`config.mk`:
```
export PLATFORM = sky130hd
export DESIGN_NAME = sliding_window_maximum
export DESIGN_NICKNAME = d
export VERILOG_FILES = /design/src/design/swm_pkg.sv /design/src/design/swm_deque_ram.sv /design/src/design/swm_ctrl.sv /design/src/design/sliding_window_maximum.sv
export SDC_FILE = /design/constraint.sdc
export NUM_CORES = 2
export LEC_CHECK = 0
export BUFFER_PORTS_ARGS = -buffer_cell sky130_fd_sc_hd__buf_4
export CAP_MARGIN = 5
export CORE_ASPECT_RATIO = 0.8
export CORE_MARGIN = 2
export CORE_UTILIZATION = 41
export DETAILED_ROUTE_END_ITERATION = 7
export GPL_TIMING_DRIVEN = 1
export PLACE_DENSITY = 0.53
export SLEW_MARGIN = 10
export SYNTH_ARGS = -nofsm -noshare
export SYNTH_HDL_FRONTEND = slang
export SYNTH_HIERARCHICAL = 1
export SYNTH_SLANG_ARGS = --single-unit
```
`constraint.sdc`:
```
create_clock -name clk -period 13.1 [get_ports clk]
set_clock_uncertainty 0.05 [all_clocks]
set_input_delay 2.62 -clock clk [delete_from_list [all_inputs] [get_ports clk]]
set_output_delay 2.62 -clock clk [all_outputs]
set_load 0.1 [all_outputs]
```
`src/design/swm_pkg.sv`:
```
// ----------------------------------------------------------------------------
// swm_pkg
// Types and constants shared by the sliding window maximum block.
// ----------------------------------------------------------------------------
package swm_pkg;

    localparam int WINDOW_SIZE_W = 7;

    typedef logic [WINDOW_SIZE_W-1:0] window_size_t;

    localparam window_size_t WINDOW_SIZE_RESET = window_size_t'(1);

endpackage

```
`src/design/swm_deque_ram.sv`:
```
// ----------------------------------------------------------------------------
// swm_deque_ram
// Deque entry store: one write port and one read port, registered read data.
// ----------------------------------------------------------------------------
module swm_deque_ram #(
    parameter int DEPTH  = 64,
    parameter int ADDR_W = 6,
    parameter int WORD_W = 39
) (
    input  logic              clk,
    input  logic              we,
    input  logic [ADDR_W-1:0] waddr,
    input  logic [WORD_W-1:0] wdata,
    input  logic              re,
    input  logic [ADDR_W-1:0] raddr,
    output logic [WORD_W-1:0] rdata
);

    logic [WORD_W-1:0] mem [DEPTH];
    logic [WORD_W-1:0] rdata_reg;

    always_ff @(posedge clk)
    begin
        if (we)
        begin
            mem[waddr] <= wdata;
        end
    end

    // read before write: a read of the entry being written returns the old word
    always_ff @(posedge clk)
    begin
        if (re)
        begin
            rdata_reg <= mem[raddr];
        end
    end

    assign rdata = rdata_reg;

endmodule

```
`src/design/swm_ctrl.sv`:
```
// ----------------------------------------------------------------------------
// swm_ctrl
// Deque sequencer: expiry check, back-pop walk, append and result register.
// ----------------------------------------------------------------------------
module swm_ctrl #(
    parameter int MAX_WINDOW   = 64,
    parameter int SAMPLE_WIDTH = 32
) (
    input  logic                           clk,
    input  logic                           rst_n,
    input  swm_pkg::window_size_t          window_size,
    input  logic                           in_valid,
    output logic                           in_ready,
    input  logic signed [SAMPLE_WIDTH-1:0] sample,
    input  logic                           last_sample,
    output logic                           out_valid,
    input  logic                           out_ready,
    output logic signed [SAMPLE_WIDTH-1:0] window_max,
    output logic                           sequence_end
);

    import swm_pkg::*;

    localparam int POS_MOD = 2 * MAX_WINDOW;
    localparam int HEAD_W  = (MAX_WINDOW > 1) ? $clog2(MAX_WINDOW) : 1;
    localparam int CNT_W   = $clog2(MAX_WINDOW + 1);
    localparam int POS_W   = $clog2(POS_MOD);
    localparam int AGE_W   = POS_W + 1;
    localparam int SUM_W   = CNT_W + 1;
    localparam int CMP_W   = (WINDOW_SIZE_W > CNT_W) ? WINDOW_SIZE_W : CNT_W;
    localparam int WORD_W  = POS_W + SAMPLE_WIDTH;

    typedef enum logic [2:0] {
        S_IDLE,
        S_EXPIRE,
        S_POP,
        S_APPEND,
        S_RESULT
    } state_t;

    state_t                    state_reg, state_next;
    logic [HEAD_W-1:0]         head_reg, head_next;
    logic [CNT_W-1:0]          count_reg, count_next;
    logic [POS_W-1:0]          pos_reg, pos_next;
    logic                      filled_reg, filled_next;
    logic                      fwd_reg, fwd_next;
    logic signed [SAMPLE_WIDTH-1:0] sample_reg, sample_next;
    logic                      last_reg, last_next;
    logic                      out_valid_reg, out_valid_next;
    logic signed [SAMPLE_WIDTH-1:0] max_reg, max_next;
    logic                      end_reg, end_next;

    logic                      ram_we;
    logic [HEAD_W-1:0]         ram_waddr;
    logic [WORD_W-1:0]         ram_wdata;
    logic                      ram_re;
    logic [HEAD_W-1:0]         ram_raddr;
    logic [WORD_W-1:0]         ram_rdata;

    logic signed [SAMPLE_WIDTH-1:0] rd_value;
    logic [POS_W-1:0]          rd_pos;
    logic [CNT_W-1:0]          win_k;
    logic [CMP_W-1:0]          ws_wide;
    logic [AGE_W-1:0]          age;
    logic                      expire;
    logic [HEAD_W-1:0]         head_e;
    logic [CNT_W-1:0]          count_e;
    logic                      pop;
    logic                      full;
    logic [HEAD_W-1:0]         head_a;
    logic [CNT_W-1:0]          count_a;
    logic                      res_go;
    logic signed [SAMPLE_WIDTH-1:0] front_value;

    function automatic logic [HEAD_W-1:0] slot(input logic [HEAD_W-1:0] base,
                                               input logic [CNT_W-1:0]  off);
        logic [SUM_W-1:0] sum;
        sum = SUM_W'(base) + SUM_W'(off);
        if (sum >= SUM_W'(MAX_WINDOW))
        begin
            sum = sum - SUM_W'(MAX_WINDOW);
        end
        return sum[HEAD_W-1:0];
    endfunction

    swm_deque_ram #(
        .DEPTH  (MAX_WINDOW),
        .ADDR_W (HEAD_W),
        .WORD_W (WORD_W)
    ) u_ram (
        .clk   (clk),
        .we    (ram_we),
        .waddr (ram_waddr),
        .wdata (ram_wdata),
        .re    (ram_re),
        .raddr (ram_raddr),
        .rdata (ram_rdata)
    );

    assign rd_value = ram_rdata[SAMPLE_WIDTH-1:0];
    assign rd_pos   = ram_rdata[WORD_W-1:SAMPLE_WIDTH];

    // clamp the window to 1 .. MAX_WINDOW
    assign ws_wide = CMP_W'(window_size);
    always_comb
    begin
        if (window_size == '0)
        begin
            win_k = CNT_W'(1);
        end
        else if (ws_wide > CMP_W'(MAX_WINDOW))
        begin
            win_k = CNT_W'(MAX_WINDOW);
        end
        else
        begin
            win_k = ws_wide[CNT_W-1:0];
        end
    end

    // age of the front entry, modulo the position count
    always_comb
    begin
        if (pos_reg >= rd_pos)
        begin
            age = AGE_W'(pos_reg) - AGE_W'(rd_pos);
        end
        else
        begin
            age = AGE_W'(pos_reg) + AGE_W'(POS_MOD) - AGE_W'(rd_pos);
        end
    end

    assign expire  = (count_reg != '0) && (age >= AGE_W'(win_k));
    assign head_e  = expire ? slot(head_reg, CNT_W'(1)) : head_reg;
    assign count_e = expire ? (count_reg - CNT_W'(1)) : count_reg;
    assign pop     = (rd_value <= sample_reg);
    assign full    = (count_reg >= CNT_W'(MAX_WINDOW));
    assign head_a  = full ? slot(head_reg, CNT_W'(1)) : head_reg;
    assign count_a = full ? CNT_W'(MAX_WINDOW - 1) : count_reg;
    assign res_go  = (state_reg == S_RESULT) && (!out_valid_reg || out_ready);
    assign front_value = fwd_reg ? sample_reg : rd_value;

    always_comb
    begin
        state_next     = state_reg;
        head_next      = head_reg;
        count_next     = count_reg;
        pos_next       = pos_reg;
        filled_next    = filled_reg;
        fwd_next       = fwd_reg;
        sample_next    = sample_reg;
        last_next      = last_reg;
        out_valid_next = out_valid_reg && !out_ready;
        max_next       = max_reg;
        end_next       = end_reg;
        ram_we         = 1'b0;
        ram_waddr      = slot(head_a, count_a);
        ram_wdata      = {pos_reg, sample_reg};
        ram_re         = 1'b0;
        ram_raddr      = head_reg;

        case (state_reg)
            S_IDLE:
            begin
                if (in_valid)
                begin
                    sample_next = sample;
                    last_next   = last_sample;
                    ram_re      = 1'b1;
                    state_next  = S_EXPIRE;
                end
            end
            S_EXPIRE:
            begin
                head_next  = head_e;
                count_next = count_e;
                if (count_e != '0)
                begin
                    ram_re     = 1'b1;
                    ram_raddr  = slot(head_e, count_e - CNT_W'(1));
                    state_next = S_POP;
                end
                else
                begin
                    state_next = S_APPEND;
                end
            end
            S_POP:
            begin
                // walk back while the tail is no larger than the new sample
                if (pop)
                begin
                    count_next = count_reg - CNT_W'(1);
                    if (count_reg > CNT_W'(1))
                    begin
                        ram_re    = 1'b1;
                        ram_raddr = slot(head_reg, count_reg - CNT_W'(2));
                    end
                    else
                    begin
                        state_next = S_APPEND;
                    end
                end
                else
                begin
                    state_next = S_APPEND;
                end
            end
            S_APPEND:
            begin
                ram_we     = 1'b1;
                head_next  = head_a;
                count_next = count_a + CNT_W'(1);
                ram_re     = 1'b1;
                ram_raddr  = head_a;
                // front is the entry being written when the deque was empty
                fwd_next   = (count_a == '0);
                if ((AGE_W'(pos_reg) + AGE_W'(1)) >= AGE_W'(win_k))
                begin
                    filled_next = 1'b1;
                end
                state_next = S_RESULT;
            end
            S_RESULT:
            begin
                if (res_go)
                begin
                    if (filled_reg)
                    begin
                        out_valid_next = 1'b1;
                        max_next       = front_value;
                        end_next       = last_reg;
                    end
                    if (pos_reg == POS_W'(POS_MOD - 1))
                    begin
                        pos_next = '0;
                    end
                    else
                    begin
                        pos_next = pos_reg + POS_W'(1);
                    end
                    if (last_reg)
                    begin
                        head_next   = '0;
                        count_next  = '0;
                        pos_next    = '0;
                        filled_next = 1'b0;
                    end
                    state_next = S_IDLE;
                end
            end
            default:
            begin
                state_next = S_IDLE;
            end
        endcase
    end

    always_ff @(posedge clk or negedge rst_n)
    begin
        if (!rst_n)
        begin
            state_reg     <= S_IDLE;
            head_reg      <= '0;
            count_reg     <= '0;
            pos_reg       <= '0;
            filled_reg    <= 1'b0;
            fwd_reg       <= 1'b0;
            last_reg      <= 1'b0;
            out_valid_reg <= 1'b0;
            end_reg       <= 1'b0;
        end
        else
        begin
            state_reg     <= state_next;
            head_reg      <= head_next;
            count_reg     <= count_next;
            pos_reg       <= pos_next;
            filled_reg    <= filled_next;
            fwd_reg       <= fwd_next;
            last_reg      <= last_next;
            out_valid_reg <= out_valid_next;
            end_reg       <= end_next;
        end
    end

    always_ff @(posedge clk)
    begin
        sample_reg <= sample_next;
        max_reg    <= max_next;
    end

    assign in_ready     = (state_reg == S_IDLE);
    assign out_valid    = out_valid_reg;
    assign window_max   = max_reg;
    assign sequence_end = end_reg;

    a_count_bound: assert property (@(posedge clk) disable iff (!rst_n)
        count_reg <= CNT_W'(MAX_WINDOW))
        else $error("deque count above depth");

    a_head_bound: assert property (@(posedge clk) disable iff (!rst_n)
        (HEAD_W+1)'(head_reg) < (HEAD_W+1)'(MAX_WINDOW))
        else $error("deque head out of range");

    a_one_request: assert property (@(posedge clk) disable iff (!rst_n)
        (in_valid && in_ready) |=> !in_ready)
        else $error("second request taken while one is in work");

    a_result_source: assert property (@(posedge clk) disable iff (!rst_n)
        $rose(out_valid_reg) |-> $past(state_reg == S_RESULT))
        else $error("result raised outside the result step");

    a_last_clears: assert property (@(posedge clk) disable iff (!rst_n)
        (res_go && last_reg) |=> (count_reg == '0 && pos_reg == '0 && !filled_reg))
        else $error("sequence state not cleared after last sample");

endmodule

```
`src/design/sliding_window_maximum.sv`:
```
// ----------------------------------------------------------------------------
// sliding_window_maximum
// Streaming maximum over a window of the most recent samples.
// ----------------------------------------------------------------------------
// Each sample goes through the expiry check, the back-pop walk, the append and
// the result step; a new request is taken only once the previous sample has
// left the result step. The back-pop walk reads the deque from the back
// through the single read port of the deque memory, one entry per cycle: the
// entries popped, plus one when a larger entry stays behind. A finished result
// waits in an output register, so the next request is taken while it is still
// pending. No result appears until window_size (clamped to 1 .. MAX_WINDOW)
// samples of a sequence have arrived; a request with last_sample set clears
// the sequence after its result. Deque memory needs no clearing after reset.
// ----------------------------------------------------------------------------
module sliding_window_maximum #(
    parameter int MAX_WINDOW   = 64,
    parameter int SAMPLE_WIDTH = 32
) (
    input  logic                           clk,
    input  logic                           rst_n,
    input  logic                           window_size_we,
    input  swm_pkg::window_size_t          window_size,
    input  logic                           in_valid,
    output logic                           in_ready,
    input  logic signed [SAMPLE_WIDTH-1:0] sample,
    input  logic                           last_sample,
    output logic                           out_valid,
    input  logic                           out_ready,
    output logic signed [SAMPLE_WIDTH-1:0] window_max,
    output logic                           sequence_end
);

    import swm_pkg::*;

    window_size_t window_size_reg;

    always_ff @(posedge clk or negedge rst_n)
    begin
        if (!rst_n)
        begin
            window_size_reg <= WINDOW_SIZE_RESET;
        end
        else if (window_size_we)
        begin
            window_size_reg <= window_size;
        end
    end

    swm_ctrl #(
        .MAX_WINDOW   (MAX_WINDOW),
        .SAMPLE_WIDTH (SAMPLE_WIDTH)
    ) u_ctrl (
        .clk          (clk),
        .rst_n        (rst_n),
        .window_size  (window_size_reg),
        .in_valid     (in_valid),
        .in_ready     (in_ready),
        .sample       (sample),
        .last_sample  (last_sample),
        .out_valid    (out_valid),
        .out_ready    (out_ready),
        .window_max   (window_max),
        .sequence_end (sequence_end)
    );

endmodule
```
## After elaboration in Yosys (flattened, before gate mapping)

Memories as Yosys holds them, arrays and structs flattened. A register that Yosys moved wholly into a read port is not among the register bits.
Cells that the tools add are included.

- $add $sub $neg: 17
- Multipliers: 0
- Divide/modulo/power cells: 0
- $lt $le $gt $ge: 11
- Equal/unequal tests: 11
- Shift-type cells: 0
- Mux-type cells: 46
- Bitwise operators: 0
- Reductions and logical operators: 21

Operators with widths:

| operator | number |
|---|---|
| 6-bit two-way mux | 11 |
| 7-bit two-way mux | 9 |
| 6-bit case mux with 3 select lines | 2 |
| 32-bit less-or-equal comparator | 1 |
| 32-bit two-way mux | 1 |
| 7-bit case mux with 4 select lines | 1 |
| 6-bit by 7-bit adder with 8-bit output | 3 |
| 8-bit by 7-bit greater-or-equal comparator with 1-bit output (second input constant) | 3 |
| 6-bit by 1-bit subtractor with 6-bit output (second input constant) | 4 |
| 8-bit by 7-bit greater-or-equal comparator with 1-bit output | 2 |
| 3-bit case mux with 5 select lines | 1 |
| 7-bit by 1-bit adder with 7-bit output (second input constant) | 2 |
| 7-bit greater-or-equal comparator (second input constant) | 2 |
| 7-bit logical NOT | 2 |
| 1-bit two-way mux | 14 |
| 7-bit nonzero test | 2 |
| 7-bit by 1-bit subtractor with 7-bit output (second input constant) | 2 |
| 3-bit two-way mux | 4 |
| 3-bit AND reduction | 3 |
| 7-bit by 1-bit adder with 8-bit output (second input constant) | 1 |
| 7-bit by 8-bit adder with 8-bit output (second input constant) | 1 |
| 8-bit two-way mux | 1 |
| 2-bit by 1-bit != test with 1-bit output (second input constant) | 4 |
| 4-bit AND reduction | 2 |
| other kinds (23) | 28 |

- Bits in registers: 99
- Bits in latches: 0
- RAM bits: 2,496
- Bits in read-only memories: 0
- Output and inout bits: 35
- Memories: 1

Memory list:

| name | words | width | rd ports | clocked after Yosys merged registers in | wr ports | RTL line | RTL |
|---|---|---|---|---|---|---|---|
| u_ctrl.u_ram.mem | 64 | 39 | 1 | 1 | 1 | swm_deque_ram.sv:19 | `logic [WORD_W-1:0] mem [DEPTH];` |

## Depth between registers and ports, before layout

- Depth after elaboration: 12
- Depth in mapped cells: 35
- Gate-level depth less buffers: 31

## Modules after synthesis

The synthesis kept the hierarchy.

By module, submodules not included:

| module | times used | cells an instance | area each (um^2) |
|---|---|---|---|
| swm_deque_ram | 1 | 4,059 | 95,743.1 |
| swm_ctrl | 1 | 711 | 7,089.3 |
| sliding_window_maximum | 1 | 15 | 292.8 |

## Least setup slack after synthesis

No wires, ideal clock.

- Path kind: reg-to-reg
- From: reg u_ctrl.pos_reg[0]
- To: reg u_ctrl.u_ram.rdata_reg[21] (netlist: u_ctrl/u_ram/rdata[21]), read port of u_ctrl.u_ram.mem (data pin)
- Library setup time: 0.279 ns
- Arrival time: 6.794 ns
- Path slack: 5.977 ns
- Cell stages (with the launch flop): 32
- Clock period less this slack: 7.123 ns
- Cells stage by stage: dfrtp_1 > inv_1 > ha_1 > inv_1 > fa_1 > a211oi_1 > nor2_1 > nor2_1 > ha_1 > a21o_1 > a211o_1 > a41oi_1 > or2_2 > buf_2 > a21oi_4 > buf_2 > xnor2_1 > ha_1 > xnor2_1 > ha_1 > and4b_1 > o211ai_1 > o2111ai_1 > xor2_1 > a221o_1 > buf_2 > or2_2 > clkbuf_1 > o22ai_1 > nor2_1 > a2111oi_0 > a221oi_1

- Word-level cells in the longest chain between the ends: 12

Ends and longest elaborated chain:

| element | RTL line | RTL |
|---|---|---|
| from (decl) | swm_ctrl.sv:44 | `logic [POS_W-1:0] pos_reg, pos_next;` |
| from (signal assigned) | swm_ctrl.sv:279 | `pos_reg <= pos_next;` |
| 7-bit by 8-bit adder with 8-bit output | swm_ctrl.sv:130 | `age = AGE_W'(pos_reg) + AGE_W'(POS_MOD) - AGE_W'(rd_pos);` |
| 8-bit by 7-bit subtractor with 8-bit output | swm_ctrl.sv:130 |  |
| 8-bit two-way mux (*) | swm_ctrl.sv:124 | `if (pos_reg >= rd_pos)` |
| 8-bit by 7-bit greater-or-equal comparator with 1-bit output (*) | swm_ctrl.sv:134 | `assign expire = (count_reg != '0) && (age >= AGE_W'(win_k));` |
| 1-bit logical AND (*) | swm_ctrl.sv:134 |  |
| 7-bit two-way mux | swm_ctrl.sv:136 | `assign count_e = expire ? (count_reg - CNT_W'(1)) : count_reg;` |
| 7-bit by 1-bit subtractor with 7-bit output | swm_ctrl.sv:181 | `ram_raddr = slot(head_e, count_e - CNT_W'(1));` |
| 6-bit by 7-bit adder with 8-bit output | swm_ctrl.sv:78 | `sum = SUM_W'(base) + SUM_W'(off);` |
| 8-bit by 7-bit greater-or-equal comparator with 1-bit output / 6-bit by 1-bit subtractor with 6-bit output (equally long branches) | swm_ctrl.sv:79, swm_ctrl.sv:81 |  |
| 6-bit two-way mux | swm_ctrl.sv:79 | `if (sum >= SUM_W'(MAX_WINDOW))` |
| 6-bit two-way mux (*) | swm_ctrl.sv:178 | `if (count_e != '0)` |
| 6-bit case mux with 3 select lines (*) | swm_ctrl.sv:163 | `case (state_reg)` |
| named net u_ctrl.ram_raddr[3] | swm_ctrl.sv:57 | `logic [HEAD_W-1:0] ram_raddr;` |
| to (decl) | swm_deque_ram.sv:20 | `logic [WORD_W-1:0] rdata_reg;` |

Mark *: on every way through the listed nets, which the timed path passes. The rest lies on a longest branch.
A chain may end at the register's enable or synchronous reset.

## Worst setup path after layout

- From: reg u_ctrl.pos_reg[4]
- To: reg u_ctrl.u_ram.rdata_reg[22] (netlist: u_ctrl/u_ram/rdata[22]), read port of u_ctrl.u_ram.mem (data pin)

Same word-level chain as after synthesis.

==> metrics.md <==
| Metric | Value |
|---|---|
| Status | `completed` |
| Ports | `80` |
| Max incr delay on CP | `1.18 ns` |
| Detail Placement HPWL | `176,000 um` |
| Most used DFF post-synth | `edfxtp_1` |
| Core box area | `250,000 sq um` |
| Mux cell area share after synthesis | `14.8%` |
| Dominant cells by area after synthesis | `edfxtp_1 76%, mux4_2 13%, o22ai_1 0.98%` |
| Mapped Area | `103,000 sq um` |
| Setup TNS | `0 ns` |
| Crit-path max FO | `69` |
| Synth Area in Simple Gates | `2.12%` |
| Hold buffers post-CTS | `0` |
| Final net count | `5,202` |
| Critical path endpoint category | `flip-flop` |
| Max-slew violation count | `0` |
| Met2 WL | `138,000 um` |
| Critical Path AT | `9.85 ns` |
| GRT overflow | `0` |
| Clock-pin slew of the registers on the worst-case setup and hold paths | `0.06 ns` |
| Hold Vio Cnt, Final | `0` |
| Post-synth EDFFs | `2,599` |
| Die height | `453 um` |
| Clk buf depth | `4` |
| HP Class | `reg2reg` |
| Kind of critical path | `reg2reg` |
| Adder-Cell Fraction of Synth Area | `1.01%` |
| Area of the multi-input gates | `23,200 sq um` |
| Sequential cell area fraction in the yosys report | `76.5%` |
| Worst Path Required | `13.76 ns` |
| Storage cell area | `78,900 sq um` |
| Placed inst area | `109,000 sq um` |
| Dpl ws | `4.03 ns` |
| Std-Cell Rows | `164` |
| Die area | `256,000 sq um` |
| CP delay by family, top | `simple AND/OR/NAND/NOR gates` |
| Number of fill cells | `20,700` |
| Final worst path period need | `9.18 ns` |
| Max reg flops | `2,496` |
| Met3 WL | `30,700 um` |
| Largest net degree at the start of global routing | `105` |
| Post-CTS sizing | `0` |
| WL/cell | `36.4 um` |
| Worst-margin pin slew | `1.26 ns` |
| Fin area | `117,000 sq um` |
| Vias in the first global route | `51,100` |
| Num CTS Buffers | `270` |
| DR iter-0 viols | `7,684` |
| Setup bufs post-CTS | `0` |
| Top-area cell type share of the netlist area | `75.7%` |
| Max-slew headroom | `15.9%` |
| WL met1 | `137,000 um` |
| Post-synth ARST share | `1.33%` |
| Initial core utilization | `41.3%` |
| Via Count | `53,000` |
| Critical path buffer and inverter count | `1` |
| Syn_nets | `4,911` |
| Area delta synth->final | `13.2%` |
| Clock latency at the later pin of the worst-skew pair | `0.85 ns` |
| Post-synthesis cell count | `4,785` |
| Global-route wire length before repair | `428,000 um` |
| PortBufs | `79` |
| Period Utilization, post-route | `70.1%` |
| Syn Area/Cell | `21.6 sq um` |
| DRC | `0` |
| Fmax | `109 MHz` |
| Largest family of logic cells by synthesized area | `multiplexers` |
| Layout cells sized above 1 | `27.3%` |
| GR Util All Layers | `24.3%` |
| CP startpoint kind | `flip-flop` |
| Sink Count | `2,634` |
| CTS tree | `yes` |
| RSZ-0062 raised after global routing | `no` |
| Width of the die | `565 um` |
| Ys Warns | `6` |
| Commonest cells in the netlist | `2,599 x edfxtp_1, 614 x mux4_2, 162 x o22ai_1, 128 x nor2_1, 100 x nand2_1` |
| Most used cell, CP | `ha_1` |
| Slowest CP cell | `dfrtp_2` |
| Vias per inst | `6.17` |
| Highest routing layer actually used | `met5` |
| Post-synthesis compound-gate area fraction | `3.53%` |
| Worst R2R Setup Slack | `3.92 ns` |
| Clock tree root buffer cell | `clkbuf_16` |
| Yosys reg bits | `2,634` |
| H-tree levels | `5` |
| First drt pass iteration count | `5` |
| Final setup viols | `0` |
| Number of max-cap violations | `0` |
| Post-Synth XOR/XNOR Area | `0.331%` |
| Area leader, netlist | `edfxtp_1` |
| Initial antenna violation count | `33` |
| Count leader, synth | `edfxtp_1` |
| Global placement routability congestion | `0.861` |
| Synth unique cells | `92` |
| WL final | `313,000 um` |
| Post-route ant nets | `0` |
| Setup WS post-layout | `3.92 ns` |
[final timing paths]
| check | from | end | cells after the start |
|---|---|---|---|
| min in group asynchronous | rst_n | u_ctrl/count_reg[0]$_DFFE_PN0P_ | 1 |
| hold reg to reg | u_ctrl/filled_reg$_DFFE_PN0P_ | u_ctrl/out_valid$_DFF_PN0_ | 2 |
| setup / recovery | u_ctrl/pos_reg[4]$_DFFE_PN0P_ | u_ctrl/u_ram/rdata[22]$_DFFE_PP_ | 26 |
| max in group asynchronous | rst_n | u_ctrl/pos_reg[4]$_DFFE_PN0P_ | 1 |
| hold / removal | u_ctrl/filled_reg$_DFFE_PN0P_ | u_ctrl/out_valid$_DFF_PN0_ | 2 |
| setup reg to reg | u_ctrl/pos_reg[4]$_DFFE_PN0P_ | u_ctrl/u_ram/rdata[22]$_DFFE_PP_ | 26 |
[worst min-delay path: stages (launching register included)]
cell and delay (ns):
dfrtp_1 0.37, nand2_1 0.06, nand2_1 0.06
[cells in the final DEF (no fill, tap or decap), drive strengths merged, types with 7 or more instances in the layout]
master	instances
a221oi	24
xnor2	26
or2	8
clkbuf	334
nor2	131
buf	272
mux2	70
nand3	38
dfrtp	34
and3	11
a211oi	25
and2	11
nand2	101
o211ai	20
bufinv	12
o22ai	162
clkinvlp	7
a21oi	59
nor2b	31
inv	83
edfxtp	2599
o21ai	59
o21a	16
nor3	16
o221ai	26
xor2	13
and4	7
nand4	15
mux2i	62
mux4	614
a22o	17
clkinv	92
nand2b	17
ha	77
a2bb2oi	7
a22oi	44
nor4	34
o22a	8
a21o	11
[logic make-up after synthesis]
| group | count (synthesis) |
|---|---|
| multiplexers | 746 |
| AO/OA/AOI/OAI | 522 |
| flip-flops | 2634 |
| buffers and inverters | 324 |
| AND/OR/NAND/NOR | 439 |
| XOR/XNOR | 39 |
| adder cells (fa/ha/maj) | 81 |
[final cells by class]
| cell class | instances | area share, % |
|---|---|---|
| Timing Repair Buffer | 272 | 1.83 |
| Clock buffer | 334 | 6.08 |
| Sequential cell | 2634 | 67.6 |
| Tap cell | 3320 | 3.56 |
| Inverter | 71 | 0.228 |
| Antenna cell | 5 | 0.0107 |
| Multi-Input combinational cell | 1827 | 19.8 |
| Clock inverter | 123 | 0.824 |
[metrics by stage]
stage / util, % / hold WS (ns) / instances
after floorplan: - / 0.412 / 4785
after global placement: 43.4 / 0.444 / 8110
after detailed placement: 43.5 / 0.448 / 8123
after CTS: 46.7 / 0.461 / 8580
after global routing: 46.7 / 0.490 / 8582
final: 46.7 / 0.463 / 8586
[layer usage]
metal | up-vias | GRT usage (%)
met1 | 29100 | 37.0
met2 | 2685 | 35.6
met5 | - | 0
met3 | 411 | 5.44
li1 | 20800 | -
met4 | 10 | 5.71
Power is left out: the tool's default activity adds up to more than one toggle a clock period on the data nets, which glitch-free logic cannot reach.
